**config.mk**
```make
export PLATFORM = sky130hd
export DESIGN_NAME = pmdc_fifo
export DESIGN_NICKNAME = d
export VERILOG_FILES = /design/src/hw/rtl/pmdc_pkg.sv /design/src/hw/rtl/pmdc_fifo.sv
export VERILOG_INCLUDE_DIRS = /design/src /design/src/hw/rtl
export SDC_FILE = /design/constraint.sdc
export NUM_CORES = 1
export LEC_CHECK = 0
export BUFFER_PORTS_ARGS = -buffer_cell sky130_fd_sc_hd__buf_2
export CAP_MARGIN = 25
export CORE_MARGIN = 2
export CORE_UTILIZATION = 60
export DETAILED_ROUTE_END_ITERATION = 10
export HOLD_SLACK_MARGIN = 0.1
export PLACE_DENSITY = 0.8
export SYNTH_ARGS = -nofsm -noshare
export SYNTH_HDL_FRONTEND = slang
export SYNTH_SLANG_ARGS = --single-unit
```
**constraint.sdc**
```tcl
create_clock -name clk -period 8.9 [get_ports clk]
set_clock_uncertainty 0.1 [all_clocks]
set_input_delay 0.445 -clock clk [delete_from_list [all_inputs] [get_ports clk]]
set_output_delay 0.445 -clock clk [all_outputs]
set_load 0.03 [all_outputs]
```
**src/hw/rtl/pid_motor_drive_controller_assert.svh**
```systemverilog
// Assertion macros shared by the motor drive controller modules.
`ifndef PID_MOTOR_DRIVE_CONTROLLER_ASSERT_SVH
`define PID_MOTOR_DRIVE_CONTROLLER_ASSERT_SVH
`ifndef ASSERT_OFF
// A condition that must hold at every clock edge out of reset.
`define PMDC_ASSERT(lbl, expr) \
    lbl: assert property (@(posedge clk) disable iff (!rst_n) (expr)) \
        else $error("pmdc check failed");
// A condition that must hold in the cycle after its trigger.
`define PMDC_ASSERT_NEXT(lbl, ante, cons) \
    lbl: assert property (@(posedge clk) disable iff (!rst_n) (ante) |=> (cons)) \
        else $error("pmdc sequence check failed");
`else
`define PMDC_ASSERT(lbl, expr)
`define PMDC_ASSERT_NEXT(lbl, ante, cons)
`endif
`endif

```
**src/hw/rtl/pmdc_pkg.sv**
```systemverilog
// Shared types and constants of the PID motor drive controller.
package pmdc_pkg;

    localparam int VALUE_WIDTH = 32;
    localparam int FRAC_BITS   = 16;
    localparam int DRIVE_MAX   = 4000;
    localparam int DRIVE_W     = 12;
    localparam int LIMIT_W     = 31;
    localparam int TICK_W      = 16;
    localparam int TERM_W      = 2 * VALUE_WIDTH - FRAC_BITS;
    localparam int ACC_W       = TERM_W + 2;
    localparam int SDRIVE_W    = DRIVE_W + 2;
    localparam int CFG_IDX_W   = 3;
    localparam int CFG_DATA_W  = 32;
    localparam int IN_TDATA_W  = 104;
    localparam int OUT_TDATA_W = 48;
    localparam int FIFO_DEPTH  = 4;

    typedef enum logic [1:0] {
        MODE_OPEN_LOOP = 2'd0,
        MODE_POSITION  = 2'd1,
        MODE_VELOCITY  = 2'd2,
        MODE_CURRENT   = 2'd3
    } mode_t;

    typedef enum logic [CFG_IDX_W-1:0] {
        REG_CONTROL_MODE   = 3'd0,
        REG_PROP_GAIN      = 3'd1,
        REG_INTEGRAL_GAIN  = 3'd2,
        REG_DERIV_GAIN     = 3'd3,
        REG_ERR_SUM_LIMIT  = 3'd4,
        REG_POS_DRIVE_LIM  = 3'd5,
        REG_NEG_DRIVE_LIM  = 3'd6,
        REG_LINK_TIMEOUT   = 3'd7
    } reg_idx_t;

    typedef struct packed {
        mode_t                          control_mode;
        logic signed [VALUE_WIDTH-1:0]  prop_gain;
        logic signed [VALUE_WIDTH-1:0]  integral_gain_dt;
        logic signed [VALUE_WIDTH-1:0]  deriv_gain_over_dt;
        logic [LIMIT_W-1:0]             error_sum_limit;
        logic [DRIVE_W-1:0]             positive_drive_limit;
        logic [DRIVE_W-1:0]             negative_drive_limit;
        logic [TICK_W-1:0]              link_timeout_ticks;
    } cfg_t;

    // One classified tick handed from the front end to the arithmetic back end.
    typedef struct packed {
        mode_t                          mode;
        logic                           link_lost;
        logic signed [VALUE_WIDTH-1:0]  reference;
        logic signed [VALUE_WIDTH-1:0]  feedback;
        logic signed [VALUE_WIDTH-1:0]  error;
        logic signed [VALUE_WIDTH-1:0]  error_sum;
        logic signed [VALUE_WIDTH-1:0]  delta;
    } work_t;

endpackage

```
**src/hw/rtl/pmdc_fifo.sv**
```systemverilog
// Short queue of classified ticks between the front and back ends.
module pmdc_fifo #(
    parameter int DEPTH = pmdc_pkg::FIFO_DEPTH
) (
    input  logic              clk,
    input  logic              rst_n,
    input  logic              push_valid,
    output logic              push_ready,
    input  pmdc_pkg::work_t   push_data,
    output logic              pop_valid,
    input  logic              pop_ready,
    output pmdc_pkg::work_t   pop_data
);

    localparam int PTR_W = (DEPTH > 1) ? $clog2(DEPTH) : 1;
    localparam int CNT_W = $clog2(DEPTH + 1);

    pmdc_pkg::work_t    entry_reg [DEPTH];
    logic [PTR_W-1:0]   wr_ptr_reg;
    logic [PTR_W-1:0]   rd_ptr_reg;
    logic [CNT_W-1:0]   count_reg;
    logic [CNT_W-1:0]   count_next;
    logic               push;
    logic               pop;

    assign push_ready = count_reg != CNT_W'(DEPTH);
    assign pop_valid  = count_reg != '0;
    assign push       = push_valid && push_ready;
    assign pop        = pop_valid && pop_ready;
    assign pop_data   = entry_reg[rd_ptr_reg];

    always_comb
    begin
        count_next = count_reg;
        if (push && !pop)
        begin
            count_next = count_reg + 1'b1;
        end
        else if (pop && !push)
        begin
            count_next = count_reg - 1'b1;
        end
    end

    always_ff @(posedge clk)
    begin
        if (push)
        begin
            entry_reg[wr_ptr_reg] <= push_data;
        end
    end

    always_ff @(posedge clk or negedge rst_n)
    begin
        if (!rst_n)
        begin
            wr_ptr_reg <= '0;
            rd_ptr_reg <= '0;
            count_reg  <= '0;
        end
        else
        begin
            if (push)
            begin
                wr_ptr_reg <= (wr_ptr_reg == PTR_W'(DEPTH - 1)) ? '0 : wr_ptr_reg + 1'b1;
            end
            if (pop)
            begin
                rd_ptr_reg <= (rd_ptr_reg == PTR_W'(DEPTH - 1)) ? '0 : rd_ptr_reg + 1'b1;
            end
            count_reg <= count_next;
        end
    end

`include "pid_motor_drive_controller_assert.svh"

    `PMDC_ASSERT(a_fifo_bounded, count_reg <= CNT_W'(DEPTH))
    `PMDC_ASSERT_NEXT(a_fifo_fill, push && !pop, count_reg == $past(count_reg) + 1'b1)

endmodule

```
* After elaboration in Yosys (flattened, before gate mapping) *
Memories as Yosys holds them, arrays and structs flattened.
Index checks and enable logic that the tools add are counted.

operators by class
  add/subtract/negate cells = 4
  equal/unequal tests = 3
  mux-type cells = 6
  reductions and logical operators = 8

operators with widths
  kind                                                                 number
  3-bit two-way mux                                                    2
  2-bit by 1-bit adder with 2-bit output (second input constant)       2
  2-bit equality test (second input constant)                          2
  1-bit logical AND                                                    4
  2-bit two-way mux                                                    2
  3-bit by 1-bit adder with 3-bit output (second input constant)       1
  3-bit inequality test (second input constant)                        1
  3-bit nonzero test                                                   1
  3-bit by 1-bit subtractor with 3-bit output (second input constant)  1
  1-bit logical NOT                                                    2
  1-bit two-way mux                                                    2
  2-bit nonzero test                                                   1

storage, ports and cells
  flip-flop bits (word level) = 7
  memory bits (writable) = 652
  input port bits = 167
  output and inout bits = 165
  logic and storage cells = 25
  memories kept = 1

memories
  name       depth  width  read ports  clocked after memory_dff  wr ports  line             source
  entry_reg  4      163    1           0                         1         pmdc_fifo.sv:18  pmdc_pkg::work_t entry_reg [DEPTH];

* Longest topological paths before layout *
  depth after elaboration = 6
  gate-level depth with buffers = 8

* Worst setup path after synthesis *
OpenSTA, ideal clock, no wires.

  kind = register -> register
  from = register count_reg[2]
  to = memory entry_reg[0][0] in the netlist's numbering (enable)
  data arrival time = 2723 ps
  data required time = 8349 ps
  path slack = 5626 ps
  stages on the path, launching flop included = 3
  path buffers = 0
  period minus slack after synthesis = 3274 ps
  cell sequence = dfrtp_1 -> or3b_4 -> and3_2

on the way
  word-level cells in the longest chain between the ends = 4

ends and longest elaborated chain
  item                                     line             source
  start, declared                          pmdc_fifo.sv:21  logic [CNT_W-1:0] count_reg;
  start signal, assigned                   pmdc_fifo.sv:71  count_reg <= count_next;
  3-bit inequality test                    pmdc_fifo.sv:26  assign push_ready = count_reg != CNT_W'(DEPTH);
  named net push_ready                     pmdc_fifo.sv:8   output logic push_ready,
  1-bit logical AND                        pmdc_fifo.sv:28  assign push = push_valid && push_ready;
  1-bit two-way mux                        pmdc_fifo.sv:47  if (push)
  1-bit two-way mux (implied by the code)  pmdc_fifo.sv:49  entry_reg[wr_ptr_reg] <= push_data;
  end, declared                            pmdc_fifo.sv:18

The timed path passes the listed nets, and every way through them passes these cells.

==> results.json <==
{
  "hold_path.class": "in2reg",
  "syn_area_per_cell_sq_um": 27.0,
  "regArea_sq_um": 19800,
  "syn_nets": 1062,
  "vias": 11500,
  "vias_per_cell": 5.75,
  "final_nets": 1597,
  "synthCells": 888,
  "syn2layout_area_growth_pct": 23.7,
  "totalWireLength_mm": 49.1,
  "ys_ff_latch": 659,
  "path_clk_slew_ps": 60,
  "drtAntennaViolNets": 0,
  "final_cell_mix": "652 x edfxtp_1, 331 x buf_2, 165 x dlygate4sd3_1",
  "drv_slew": 0,
  "max_freq_ghz": 0.283,
  "post_dp_cell_area_sq_um": 26100,
  "crit_path_max_fanout": 44,
  "ys_types": 21,
  "gr-total-overflow": 0,
  "grt_pass1_vias": 12285,
  "yosysSeqAreaShare_pct": 82.4,
  "fin_crit_ps": 3530,
  "swShare_pct": 34.7,
  "worst_ep_arrival_time_ps": 2990,
  "end_kind": "output port",
  "drive_gt1_share_pct": 41.0,
  "grt_pass1_wl_mm": 73.7,
  "comb_power_share_pct": 34.7,
  "cp-start-kind": "register",
  "die_w_um": 204,
  "status": "finished clean",
  "antenna_found_initial": 5,
  "use_met2_pct": 40.1,
  "worstSetupPathType": "reg2out",
  "postCtsHoldBufs": 165,
  "syn_area_sq_um": 24000,
  "largest_reg_flops": 652,
  "fin_crit_sh_pct": 39.7,
  "clock-root-buffer": "clkbuf_16",
  "startpoint": "rd_ptr_reg[0]",
  "regToRegStartpoint": "count_reg[2]",
  "post_cts_buffers": 0,
  "power_leakage_nw": 10.2,
  "p_clk_share_pct": 23.5,
  "drv_cap": 0,
  "r2r_cells": 3,
  "htree_levels": 2,
  "cts_tree": "done",
  "drc": 0,
  "p_int_mw": 6.71,
  "grt_max_degree": 84,
  "min_from": "pop_ready",
  "grt_busiest_layer": "met2",
  "timing.rr.end": "entry_reg[3][162]",
  "power_frac_seq_pct": 41.8,
  "io_pins": 332,
  "track_usage_pct": 24.1,
  "drt_iter0_markers": 744,
  "relSlewSlack_pct": 31.9,
  "cts_sinks": 659,
  "cts_buffer_depth": 3,
  "die-area_sq_um": 41600,
  "setup_violations": 0,
  "final_common_cell": "edfxtp_1",
  "tns_ps": 0,
  "crit_path_end": "pop_data[2]",
  "place_congestion": 0.745,
  "core-area_sq_um": 39500,
  "use_met3_pct": 7.02,
  "cellPowerDensity_nw_per_um2": 346,
  "yosys_warnings": 0,
  "clkLatencyLatePin_ps": 610,
  "grt_use_met1_pct": 31.5,
  "port_buffers": 331,
  "multi_input_area_sq_um": 3940,
  "rsz0062_at_grt": "no",
  "rrSetupSlack_ps": 6010,
  "post_cts_resized": 0,
  "dp_hpwl_mm": 26.5,
  "cts_made_buffers": 61,
  "wl_per_cell_um": 24.6,
  "worst_pin_slew_ps": 1020,
  "start_util_pct": 60.6,
  "vdd_drop_max_v": 0.000289,
  "critPathRequiredTime_ps": 8360,
  "net-switching-power_mw": 3.56,
  "dr.pass1.iters": 5,
  "num_rows": 73,
  "final_area_sq_um": 29700,
  "n_fill_cell": 2000,
  "die_y_um": 204,
  "hold_violations": 0,
  "post-route-util_pct": 75.0
}
-- layer usage --
| metal | routed length (um) | share of wire (%) | vias up |
|---|---|---|---|
| li1 | - | - | 4929 |
| met1 | 18400 | 38 | 6042 |
| met2 | 25400 | 52 | 450 |
| met3 | 4160 | 8.5 | 77 |
| met4 | 1160 | 2.4 | 2 |
| met5 | 12 | 0.024 | - |
-- cells by family after synthesis --
group	count (synthesis)	share of synthesized area, %
buffers and inverters	40	1.23
multiplexers	168	15.6
adder cells (fa/ha/maj)	7	0.397
AND/OR/NAND/NOR	11	0.303
XOR/XNOR	3	0.110
flip-flops	659	82.4
-- synth_stat cells --
library cell | number | area share [%]
xor2_1 | 2 | 0.073
nor2_1 | 3 | 0.047
mux2_2 | 3 | 0.14
or3b_4 | 1 | 0.047
xnor2_1 | 1 | 0.037
and3_2 | 4 | 0.13
buf_1 | 4 | 0.063
or3_2 | 1 | 0.031
mux4_2 | 163 | 15
mux2_4 | 2 | 0.13
nand2_1 | 1 | 0.016
inv_1 | 3 | 0.047
edfxtp_1 | 652 | 82
fa_1 | 1 | 0.083
buf_4 | 1 | 0.031
buf_6 | 17 | 0.80
dfrtp_1 | 7 | 0.73
clkbuf_1 | 5 | 0.078
and2_4 | 1 | 0.037
ha_1 | 6 | 0.31
buf_2 | 10 | 0.21
-- stage by stage --
| step | power, mW | worst slack, ps | hold slack, ps | cells |
|---|---|---|---|---|
| 2_1_floorplan | 6.92 | 5630 | 49.4 | 888 |
| 3_3_place_gp | 7.78 | 5620 | 189 | 1719 |
| 3_5_place_dp | 7.85 | 5600 | 191 | 1719 |
| 4_1_cts | 10.3 | 4890 | 113 | 1996 |
| 5_1_grt | 10.7 | 5150 | 154 | 2001 |
| 6_report | 10.3 | 5370 | 169 | 2001 |
-- critical path: stages (launching register included) --
cell	delay, ps
dfrtp_4	500
buf_16	330
buf_4	660
mux4_2	620
buf_2	200
-- how the worst min path moves through the flow --
| stage | slack (ps) | endpoint | cells after the start |
|---|---|---|---|
| after detailed placement | 190 | wr_ptr_reg[1] | 1 |
| after floorplan | 50 | count_reg[0] | 0 |
| final | 170 | rd_ptr_reg[0] | 3 |
| after global routing | 150 | rd_ptr_reg[0] | 3 |
| after global placement | 190 | wr_ptr_reg[1] | 1 |
| after CTS | 110 | rd_ptr_reg[1] | 3 |
-- cell type report --
type | instances | area share, %
Antenna cell | 4 | 0.0337
Clock buffer | 80 | 5.46
Clock inverter | 32 | 0.742
Inverter | 3 | 0.0380
Multi-Input combinational cell | 189 | 13.3
Sequential cell | 659 | 66.6
Tap cell | 525 | 2.21
Timing Repair Buffer | 509 | 11.6
-- power groups by stage --
stage          logic (mW)  registers [mW]  clock network (mW)
2_1_floorplan        2.63            4.28                   0
3_3_place_gp         3.41            4.36                   0
3_5_place_dp         3.44            4.41                   0
4_1_cts              3.52            4.36                2.45
5_1_grt              3.76            4.34                2.57
6_report             3.57            4.30                2.41
Note: power is estimated with default switching activity, not from simulation.
