$ cat src/hw/rtl/pid_motor_drive_controller_assert.svh
// Assertion macros shared by the motor drive controller modules.
`ifndef PID_MOTOR_DRIVE_CONTROLLER_ASSERT_SVH
`define PID_MOTOR_DRIVE_CONTROLLER_ASSERT_SVH
`ifndef ASSERT_OFF
// A condition that must hold at every clock edge out of reset.
`define PMDC_ASSERT(lbl, expr) \
    lbl: assert property (@(posedge clk) disable iff (!rst_n) (expr)) \
        else $error("pmdc check failed");
// A condition that must hold in the cycle after its trigger.
`define PMDC_ASSERT_NEXT(lbl, ante, cons) \
    lbl: assert property (@(posedge clk) disable iff (!rst_n) (ante) |=> (cons)) \
        else $error("pmdc sequence check failed");
`else
`define PMDC_ASSERT(lbl, expr)
`define PMDC_ASSERT_NEXT(lbl, ante, cons)
`endif
`endif

$ cat src/hw/rtl/pmdc_pkg.sv
// Shared types and constants of the PID motor drive controller.
package pmdc_pkg;

    localparam int VALUE_WIDTH = 32;
    localparam int FRAC_BITS   = 16;
    localparam int DRIVE_MAX   = 4000;
    localparam int DRIVE_W     = 12;
    localparam int LIMIT_W     = 31;
    localparam int TICK_W      = 16;
    localparam int TERM_W      = 2 * VALUE_WIDTH - FRAC_BITS;
    localparam int ACC_W       = TERM_W + 2;
    localparam int SDRIVE_W    = DRIVE_W + 2;
    localparam int CFG_IDX_W   = 3;
    localparam int CFG_DATA_W  = 32;
    localparam int IN_TDATA_W  = 104;
    localparam int OUT_TDATA_W = 48;
    localparam int FIFO_DEPTH  = 4;

    typedef enum logic [1:0] {
        MODE_OPEN_LOOP = 2'd0,
        MODE_POSITION  = 2'd1,
        MODE_VELOCITY  = 2'd2,
        MODE_CURRENT   = 2'd3
    } mode_t;

    typedef enum logic [CFG_IDX_W-1:0] {
        REG_CONTROL_MODE   = 3'd0,
        REG_PROP_GAIN      = 3'd1,
        REG_INTEGRAL_GAIN  = 3'd2,
        REG_DERIV_GAIN     = 3'd3,
        REG_ERR_SUM_LIMIT  = 3'd4,
        REG_POS_DRIVE_LIM  = 3'd5,
        REG_NEG_DRIVE_LIM  = 3'd6,
        REG_LINK_TIMEOUT   = 3'd7
    } reg_idx_t;

    typedef struct packed {
        mode_t                          control_mode;
        logic signed [VALUE_WIDTH-1:0]  prop_gain;
        logic signed [VALUE_WIDTH-1:0]  integral_gain_dt;
        logic signed [VALUE_WIDTH-1:0]  deriv_gain_over_dt;
        logic [LIMIT_W-1:0]             error_sum_limit;
        logic [DRIVE_W-1:0]             positive_drive_limit;
        logic [DRIVE_W-1:0]             negative_drive_limit;
        logic [TICK_W-1:0]              link_timeout_ticks;
    } cfg_t;

    // One classified tick handed from the front end to the arithmetic back end.
    typedef struct packed {
        mode_t                          mode;
        logic                           link_lost;
        logic signed [VALUE_WIDTH-1:0]  reference;
        logic signed [VALUE_WIDTH-1:0]  feedback;
        logic signed [VALUE_WIDTH-1:0]  error;
        logic signed [VALUE_WIDTH-1:0]  error_sum;
        logic signed [VALUE_WIDTH-1:0]  delta;
    } work_t;

endpackage

$ cat src/hw/rtl/pmdc_front.sv
// Front end: takes each tick, updates loop history and the link timeout.
module pmdc_front (
    input  logic                                   clk,
    input  logic                                   rst_n,
    input  pmdc_pkg::cfg_t                         cfg,
    input  logic                                   in_valid,
    output logic                                   in_ready,
    input  logic signed [pmdc_pkg::VALUE_WIDTH-1:0] in_reference,
    input  logic signed [pmdc_pkg::VALUE_WIDTH-1:0] in_position,
    input  logic signed [pmdc_pkg::VALUE_WIDTH-1:0] in_velocity,
    input  logic                                   in_link_alive,
    input  logic                                   in_clear_history,
    output logic                                   push_valid,
    input  logic                                   push_ready,
    output pmdc_pkg::work_t                        push_data
);

    localparam int VW = pmdc_pkg::VALUE_WIDTH;

    logic signed [VW-1:0]               error_sum_reg;
    logic signed [VW-1:0]               error_sum_next;
    logic signed [VW-1:0]               prev_error_reg;
    logic [pmdc_pkg::TICK_W-1:0]        timeout_count_reg;
    logic [pmdc_pkg::TICK_W-1:0]        timeout_count_next;

    logic                               accept;
    logic [pmdc_pkg::TICK_W-1:0]        count_base;
    logic signed [VW-1:0]               sum_base;
    logic signed [VW-1:0]               prev_base;
    logic signed [VW-1:0]               feedback;
    logic signed [VW:0]                 err_wide;
    logic signed [VW-1:0]               err;
    logic signed [VW:0]                 sum_wide;
    logic signed [VW:0]                 limit_pos;
    logic signed [VW:0]                 limit_neg;
    logic signed [VW:0]                 delta_wide;
    logic signed [VW-1:0]               delta;
    logic                               lost;

    function automatic logic signed [VW-1:0] sat_narrow(input logic signed [VW:0] x);
        logic signed [VW-1:0] r;
        if (x[VW] != x[VW-1])
        begin
            r = x[VW] ? {1'b1, {(VW-1){1'b0}}} : {1'b0, {(VW-1){1'b1}}};
        end
        else
        begin
            r = x[VW-1:0];
        end
        return r;
    endfunction

    assign accept     = in_valid && push_ready;
    assign in_ready   = push_ready;
    assign push_valid = in_valid;

    always_comb
    begin
        count_base = in_link_alive ? '0 : timeout_count_reg;
        if (count_base != {pmdc_pkg::TICK_W{1'b1}})
        begin
            timeout_count_next = count_base + 1'b1;
        end
        else
        begin
            timeout_count_next = count_base;
        end
        lost = timeout_count_next >= cfg.link_timeout_ticks;

        sum_base  = in_clear_history ? '0 : error_sum_reg;
        prev_base = in_clear_history ? '0 : prev_error_reg;

        if (cfg.control_mode == pmdc_pkg::MODE_OPEN_LOOP ||
            cfg.control_mode == pmdc_pkg::MODE_VELOCITY)
        begin
            feedback = in_velocity;
        end
        else
        begin
            feedback = in_position;
        end

        err_wide = (VW+1)'(in_reference) - (VW+1)'(feedback);
        err      = sat_narrow(err_wide);

        // The sum is clamped symmetrically; the limit always fits the value width.
        sum_wide  = (VW+1)'(sum_base) + (VW+1)'(err);
        limit_pos = $signed({{(VW+1-pmdc_pkg::LIMIT_W){1'b0}}, cfg.error_sum_limit});
        limit_neg = -limit_pos;
        if (sum_wide > limit_pos)
        begin
            error_sum_next = limit_pos[VW-1:0];
        end
        else if (sum_wide < limit_neg)
        begin
            error_sum_next = limit_neg[VW-1:0];
        end
        else
        begin
            error_sum_next = sum_wide[VW-1:0];
        end

        delta_wide = (VW+1)'(err) - (VW+1)'(prev_base);
        delta      = sat_narrow(delta_wide);
    end

    always_comb
    begin
        push_data.mode      = cfg.control_mode;
        push_data.link_lost = lost;
        push_data.reference = in_reference;
        push_data.feedback  = feedback;
        push_data.error     = err;
        push_data.error_sum = error_sum_next;
        push_data.delta     = delta;
    end

    always_ff @(posedge clk or negedge rst_n)
    begin
        if (!rst_n)
        begin
            error_sum_reg     <= '0;
            prev_error_reg    <= '0;
            timeout_count_reg <= '0;
        end
        else if (accept)
        begin
            error_sum_reg     <= error_sum_next;
            prev_error_reg    <= err;
            timeout_count_reg <= timeout_count_next;
        end
    end

`include "pid_motor_drive_controller_assert.svh"

    `PMDC_ASSERT_NEXT(a_front_tick_counted, accept, timeout_count_reg != '0)

endmodule

$ cat config.mk
export PLATFORM = sky130hd
export DESIGN_NAME = pmdc_front
export DESIGN_NICKNAME = d
export VERILOG_FILES = /design/src/hw/rtl/pmdc_pkg.sv /design/src/hw/rtl/pmdc_front.sv
export VERILOG_INCLUDE_DIRS = /design/src /design/src/hw/rtl
export SDC_FILE = /design/constraint.sdc
export NUM_CORES = 1
export LEC_CHECK = 0
export ABC_CLOCK_PERIOD_IN_PS = 10200
export BUFFER_PORTS_ARGS = -buffer_cell sky130_fd_sc_hd__buf_4
export CAP_MARGIN = 10
export CORE_MARGIN = 2
export CORE_UTILIZATION = 39
export CTS_CLUSTER_DIAMETER = 150
export CTS_CLUSTER_SIZE = 20
export DETAILED_ROUTE_END_ITERATION = 16
export PLACE_DENSITY = 0.74
export RECOVER_POWER = 25
export SLEW_MARGIN = 20
export SYNTH_ARGS = -nofsm -noshare
export SYNTH_HDL_FRONTEND = slang
export SYNTH_SLANG_ARGS = --single-unit
export TNS_END_PERCENT = 10
$ cat constraint.sdc
create_clock -name clk -period 10.2 [get_ports clk]
set_input_delay 1.02 -clock clk [delete_from_list [all_inputs] [get_ports clk]]
set_output_delay 1.02 -clock clk [all_outputs]
set_load 0.02 [all_outputs]
# --- Word-level counts from Yosys, hierarchy flattened ---
# Cells that the tools add are included.
# W data, S select, Z words.
totals:
  output_inout_bits: 165
  regBits: 80
  word_cells: 29
  in_bits: 271
classes:
  n_eq_ne: 4
  n_addsub: 5
  n_lt_le_gt_ge: 3
  reduce_logical: 3
  mux: 11
ops:
  columns: ["operator", "n"]
  rows:
  - ["$mux W32", 9]
  - ["$sub A32 B32 Y33", 2]
  - ["$add A32 B32 Y33", 1]
  - ["$gt A33 B32 Y1", 1]
  - ["$lt A33 B33 Y1", 1]
  - ["$neg A31 Y33", 1]
  - ["$mux W16", 2]
  - ["$add A16 B1 Y16 const B", 1]
  - ["$ge A16 B16 Y1", 1]
  - ["$ne A16 B16 Y1 const B", 1]
  - ["$eq A2 B2 Y1 const B", 1]
  - ["$logic_not A2 Y1", 1]
  - ["$ne A1 B1 Y1", 2]
  - ["$logic_and A1 B1 Y1", 1]
  - ["$logic_or A1 B1 Y1", 1]

# --- Longest topological paths before layout ---
# Gate-level depths: netlist of the first run.
logic_depth:
  ltp_word: 10
  mapped_depth: 43
  mapped_depth_nobuf: 36

# --- Worst setup path after synthesis of the first run ---
# No wires, ideal clock.
synth_path:
  path_kind: "input -> output"
  start: "input cfg[167] (netlist bit)"
  end: "output push_data[57] (netlist bit)"
  cell_stages: 42
  path_buffers: 9
  arrival_ns: 9.921
  slack_ns: -0.741
  required_ns: 9.180
  cell_sequence: "clkbuf_1 -> buf_1 -> mux2i_1 -> ha_1 -> nor2b_1 -> o21a_1 -> o21ai_0 -> a21oi_1 -> a2bb2oi_1 -> a31o_2 -> a21oi_1 -> a31o_2 -> xnor2_1 -> ha_1 -> clkinv_1 -> a211o_1 -> clkbuf_1 -> clkbuf_1 -> [... 6 more ...] -> o21a_1 -> nand3_1 -> a41oi_1 -> o21ai_0 -> xor2_1 -> ha_1 -> and2_1 -> a221o_1 -> a211oi_1 -> nor4b_1 -> mux2i_1 -> o31ai_1 -> o31ai_2 -> buf_4 -> buf_6 -> buf_2 -> a21oi_1 -> a21oi_1"
synth_rtl:
  columns: ["element", "line_no", "text"]
  rows:
  - ["start, declared", "pmdc_front.sv:5", "input pmdc_pkg::cfg_t cfg,"]
  - ["end, declared", "pmdc_front.sv:15", "output pmdc_pkg::work_t push_data"]

==> summary.txt, run 1 <==
Global routing
  – First-pass GRT wire length: 82700 um
  – Largest net degree at the start of global routing: 75
  – Initial antenna violation count: 0
  – Vias in the first global route: roughly 15000
  – Tot GR Track Use: 27.4%
  – Grt total ovfl: 0

Placement
  – GP Congestion: 0.953
  – I/O Buffers: roughly 310
  – Placed Area: between 15000 and 20000 um2
  – Placed cells: approximately 2700
  – DP HPWL: 43300 um
  – Pre-CTS worst setup slack: -0.259 ns

Synth
  – Largest cells by area after synthesis: ha_1 16%, dfrtp_1 14%, a21o_1 4.9%
  – Syn_area_per_cell: 7.49 um2
  – Most frequent cell after synthesis: ha_1
  – Area leader, netlist: ha_1
  – Post-synth top area share: between 15 and 20%
  – Synth Warn #: 0
  – Synth Register Bits: 80
  – Synth top cells by count: 178 x ha_1, 153 x nand2_1, 134 x a21oi_1
  – Cell Area, Synth: 14100 um2
  – Synth unique cells: 87
  – Post-Syn Instances: 1881
  – Ys async rst share: 100%
  – Sequential area share after synthesis: 14.2%
  – Mapped Nets: 2333
  – Number of synthesized flops with an enable pin: 0
  – Top_reg_cell synth: dfrtp_1

Clocking
  – # H-tree levels: 3
  – Clk buf depth: 2
  – Clk_lat worst skew: 0.37 ns
  – CTS tree: built
  – Num CTS Buffers: 9
  – Root Driver: clkbuf_16
  – CTS sink count: 80
  – CTS clk-pin slew, worst paths: roughly 0.060 ns

Die
  – I/O pin cnt: 436
  – Std-Cell Rows: 69
  – Full die area: 37700 um2
  – Initial core utilization: between 30% and 40%
  – Die Ht: approximately 190 um
  – Die Span X: 194 um
  – Core area: 35600 um2

Run status
  – Failing checks: max-capacitance violations, max-slew violations
  – Status: finished, violations left

STA
  – Final Max Slew Viols: 75
  – Crit path time final: 10.00 ns
  – Final setup margin: a little under 0.2 ns
  – Slew margin rel.: -201%
  – Clock skew: 0.00546 ns
  – Worst slew pin tran: 4.52 ns
  – Period utilisation layout: 98.1%
  – RSZ-0062 raised after global routing: true
  – Max Clk Rate: 100 MHz
  – # setup viols final: 0
  – Fin. Hold Viols: 0

Final layout
  – Fin cells: 2776
  – Design area: 19000 um2
  – Final Util: 53.5%
  – Fillers: approximately 3400
  – Final #Nets: 2762
  – Layout cells sized above 1: 29.6%
  – ANT cells: 0
  – Synthesis-to-finish area growth: 35.0%

Critical path
  – Cell mode on critical path: buf_4
  – Slowest stage delay, CP: 0.38 ns
  – Startpoint Class: input pin
  – Crit end category: output pin
  – WS Path Type: in2out
  – CP max stage cell: a211o_1
  – Critical Path RT: 9.18 ns
  – Worst Path Arrival: 8.98 ns
  – Crit-path max FO: 15

Detailed routing
  – DR pass1 iterations: 6
  – ANT nets after route: 0
  – Via Count: roughly 16000
  – Initial drt markers: between 900 and 1000
  – DR WL/cell: about 19 um
  – Via density: about 5.7
  – Detailed-route DRC error count: 0
  – Final WL: 53700 um

Run
  – MaxCap Viol Count: 1

Hold path
  – Hold WC Path Type: reg2reg
## critical path, delay by kind of cell
family | cells | cell delay (ns)
AO/OA/AOI/OAI | 18 | 4.02
XOR/XNOR | 1 | 0.26
adder cells (fa/ha/maj) | 5 | 1.23
buffers and inverters | 10 | 1.30
multiplexers | 3 | 0.82
AND/OR/NAND/NOR | 3 | 0.35
## repair_timing
item | CTS | global route
gates cloned | 1 | 2
hold buffers | 0 | 0
gates resized for setup | 19 | 71
pin swaps | 11 | 19
buffers inserted | 6 | 9
setup endpoints to repair | 32 | 32
## cell usage in the layout (no fill, tap or decap), drive strengths merged, types with 5 or more instances in the layout
cell     instances
xnor2           75
buf            541
a211o            8
nand2          154
mux2            33
nand4           26
clkbuf          17
nor2b           53
a21boi           7
nor3            43
o31ai           19
nor3b            7
o21bai          12
ha             178
o21a            30
nor4             9
or3             13
a211oi          20
o31a             5
and2            18
dfrtp           80
mux2i           49
nand2b          56
a31o             5
and3            23
xor2            42
o211ai          26
o21ai          113
inv            116
a311oi           7
nand3           52
a31oi           31
a21o            92
or2             10
a41oi            5
o2111ai          5
nor2           127
o22ai            5
a21oi          134
## metrics by stage
| stage | hold slack (ns) | setup TNS, ns |
|---|---|---|
| final | 0.490 | 0 |
| after global routing | 0.521 | -1.47 |
| after CTS | 0.448 | 0 |
| after detailed placement | 0.472 | -4.82 |
| after global placement | 0.462 | -0.398 |
| after floorplan | 0.441 | 0 |
## cell families (layout without fill, tap and decap cells)
logic type	Yosys count	after routing	share of synthesized area (%)
buf+inv	244	678	7.70
xor+xnor	117	117	7.27
compound gates	568	568	26.5
fa+ha+maj	183	183	16.4
mux	82	82	6.12
simple gates	607	607	21.8
flops	80	80	14.2
## worst paths after layout
kind / start / to / slack, ns / depth (start not counted)
min in group asynchronous: rst_n / timeout_count_reg[2] / 0.56 / 1
max in group asynchronous: rst_n / prev_error_reg[4] / 5.01 / 2
worst min register to register: timeout_count_reg[0] / timeout_count_reg[0] / 0.49 / 2
worst max register to register: error_sum_reg[2] / error_sum_reg[2] / 4.55 / 21
worst min-delay path: timeout_count_reg[0] / timeout_count_reg[0] / 0.49 / 2
worst max-delay path: cfg[167] / push_data[43] / 0.20 / 40
## final cells by class
| class | instances | area [um2] | share of cell area [%] |
|---|---|---|---|
| multi-input combinational | 1557 | 11400 | 60.1 |
| timing repair buffer | 545 | 4250 | 22.4 |
| sequential | 80 | 2000 | 10.5 |
| tap | 461 | 577 | 3.03 |
| inverter | 117 | 440 | 2.32 |
| clock buffer | 13 | 250 | 1.32 |
| clock inverter | 3 | 65.1 | 0.342 |
## per-layer routing
metal / vias to the layer above / wire length (um) / share of wire, % / track usage [%]
met5: - / 0 / 0 / 0
met4: 0 / 1510 / 2.8 / 7.91
li1: 7647 / - / - / -
met2: 557 / 23200 / 43 / 42.4
met3: 82 / 4130 / 7.7 / 6.23
met1: 7481 / 24800 / 46 / 37.8
Power of run 1 is left out: the tool's default activity adds up to more than one toggle a clock period on the data nets, which glitch-free logic cannot reach.
==> inputs of run 2 (changes only) <==
--- a/config.mk
+++ b/config.mk
@@ -6,7 +6,7 @@
 export SDC_FILE = /design/constraint.sdc
 export NUM_CORES = 1
 export LEC_CHECK = 0
-export ABC_CLOCK_PERIOD_IN_PS = 10200
+export ABC_CLOCK_PERIOD_IN_PS = 10770
 export BUFFER_PORTS_ARGS = -buffer_cell sky130_fd_sc_hd__buf_4
 export CAP_MARGIN = 10
 export CORE_MARGIN = 2
@@ -14,7 +14,7 @@
 export CTS_CLUSTER_DIAMETER = 150
 export CTS_CLUSTER_SIZE = 20
 export DETAILED_ROUTE_END_ITERATION = 16
-export PLACE_DENSITY = 0.74
+export PLACE_DENSITY = 0.72
 export RECOVER_POWER = 25
 export SLEW_MARGIN = 20
 export SYNTH_ARGS = -nofsm -noshare
==> constraint.sdc (replaced) <==
create_clock -name clk -period 10.77 [get_ports clk]
set_input_delay 1.077 -clock clk [delete_from_list [all_inputs] [get_ports clk]]
set_output_delay 1.077 -clock clk [all_outputs]
set_load 0.02 [all_outputs]
==> summary.txt, run 2 (synthesized netlist as in run 1, its figures left out) <==
STA
  – Period utilisation layout: 97.9%
  – Crit path time final: 10.54 ns
  – Fin. Hold Viols: 0 (unchanged)
  – Clock skew: 0.00905 ns (+0.00360 ns)
  – Slew margin rel.: -220% (-19 points)
  – # setup viols final: 0 (unchanged)
  – Worst slew pin tran: 4.79 ns (+0.279 ns)
  – Max Clk Rate: between 90 and 100 MHz
  – RSZ-0062 raised after global routing: true
  – Final Max Slew Viols: 81 (+8.0%)
  – Final setup margin: 0.229 ns (+0.0339 ns)

Detailed routing
  – Initial drt markers: 1130 (+18%)
  – Via density: 5.73 (+0.83%)
  – DR WL met3: 4150 um (+0.51%)
  – Final WL: 52000 um (-3.2%)
  – Met2 WL: 22700 um (-2.1%)
  – DR WL/cell: 19.7 um (+1.8%)
  – M1 wire length: 24100 um (-2.9%)
  – Via Count: 15100 (-4.1%)
  – ANT nets after route: 0 (unchanged)
  – Highest metal used: met4
  – Detailed-route DRC error count: 0 (unchanged)
  – DR pass1 iterations: 5 (-1)

Die
  – Die Span X: 194 um (unchanged)
  – Full die area: 37700 um2 (unchanged)
  – I/O pin cnt: 436 (unchanged)
  – Core area: 35600 um2 (unchanged)
  – Die Ht: 194 um (unchanged)
  – Std-Cell Rows: 69 (unchanged)
  – Initial core utilization: 39.6% (unchanged)

Global routing
  – Grt total ovfl: 0 (unchanged)
  – Largest net degree at the start of global routing: 90 (+20%)
  – First-pass GRT wire length: 79500 um (-3.9%)
  – Tot GR Track Use: 26.3% (-1.0 points)
  – Vias in the first global route: 14600 (-3.7%)
  – Initial antenna violation count: 0 (unchanged)

Clocking
  – CTS clk-pin slew, worst paths: 0.06 ns (about the same)
  – Clk buf depth: 2 (unchanged)
  – # H-tree levels: 3 (unchanged)
  – Root Driver: clkbuf_16
  – Num CTS Buffers: 9 (unchanged)
  – Clk_lat worst skew: 0.36 ns (about the same)
  – CTS tree: built
  – CTS sink count: 80 (unchanged)

Hold path
  – Hold WC Path Type: reg2reg
  – Hold depth: 2 (unchanged)

Final layout
  – Design area: 17900 um2 (-6.1%)
  – Fillers: 3529 (+2.3%)
  – ANT cells: 0 (unchanged)
  – Layout cells sized above 1: 24.2% (-5.4 points)
  – FF+latch area: 2000 um2 (unchanged)
  – Multi-input gate area: 11300 um2 (-1.5%)
  – Most common cell after layout, fill and taps aside: buf_4
  – Final #Nets: 2626 (-4.9%)
  – Most frequent cells in the layout: 395 x buf_4, 174 x ha_1, 152 x nand2_1
  – Synthesis-to-finish area growth: 26.8%

Critical path
  – CP max stage cell: o211ai_1
  – Worst Path Arrival: 9.46 ns (+0.48 ns)
  – WS Path Type: in2out
  – Crit end category: output pin
  – Slowest stage delay, CP: 0.38 ns (about the same)
  – Crit-path max FO: 27 (+12)
  – Register-to-Register Path Depth: 27 (+29%)
  – Critical Path RT: 9.69 ns (+0.51 ns)
  – Cell mode on critical path: buf_4
  – Startpoint Class: input pin

Placement
  – I/O Buffers: 313 (unchanged)
  – Pre-CTS worst setup slack: 0.00299 ns (+0.262 ns)
  – GP Congestion: 0.961 (+0.87%)
  – DP HPWL: 42100 um (-2.8%)
  – Placed Area: 17100 um2 (-5.8%)

Run
  – MaxCap Viol Count: 1 (unchanged)

Run status
  – Failing checks: max-capacitance violations, max-slew violations
  – Status: finished, violations left
-- run 2: cell count changes in the layout (fill, tap and decap cells not counted), sizes merged --
| cell | delta |
|---|---|
| buf | -135 |
| bufinv | +2 |
| clkinvlp | +1 |
| clkbuf | -3 |
| clkinv | -1 |
-- run 2: area by class of cell --
cell class | instances | area share (%)
Timing Repair Buffer | 409 | 18.0
Multi-Input combinational cell | 1557 | 63.1
Sequential cell | 80 | 11.2
Tap cell | 461 | 3.23
Inverter | 117 | 2.46
Clock buffer | 11 | 1.36
Clock inverter | 5 | 0.715
-- run 2: routing by layer --
layer | track usage (%) | vias up
li1 | - | 7368
met1 | 36.9 | 7142
met2 | 41.5 | 552
met3 | 5.44 | 57
met4 | 5.78 | 0
met5 | 0 | -
-- run 2: repair_timing --
action                     4_1_cts  5_1_grt
setup buffers                    1       15
setup endpoints to repair        8       32
pin swaps                        1       11
gates cloned                     0        2
gates resized for setup          6       55
hold buffers                     0        0
-- run 2: path summary, 6_finish.rpt --
check	startpoint	slack (ns)	end
min in group asynchronous	rst_n	2.42	timeout_count_reg[12]
max in group asynchronous	rst_n	5.61	error_sum_reg[2]
max	cfg[167]	0.23	push_data[38]
min reg2reg	error_sum_reg[29]	0.49	error_sum_reg[29]
max reg2reg	error_sum_reg[0]	5.05	error_sum_reg[20]
min	error_sum_reg[29]	0.49	error_sum_reg[29]
-- run 2: per-stage QoR --
step | setup TNS, ns | std cells | utilization, % | hold WS, ns
after global routing | -1.80 | 2640 | 50.2 | 0.515
after floorplan | -0.00590 | 1881 | - | 0.441
final | 0 | 2640 | 50.2 | 0.490
after CTS | 0 | 2623 | 49.1 | 0.488
after global placement | 0 | 2606 | 48.0 | 0.460
after detailed placement | 0 | 2606 | 48.0 | 0.472
-- run 2: worst max-delay path: cells and delay by family --
kind | cells | cell delay, ns
AO/OA/AOI/OAI | 18 | 3.66
buffers and inverters | 10 | 1.53
AND/OR/NAND/NOR | 6 | 1.39
adder cells (fa/ha/maj) | 4 | 1.22
multiplexers | 2 | 0.48
XOR/XNOR | 1 | 0.07
Power of run 2 is left out for the same reason.
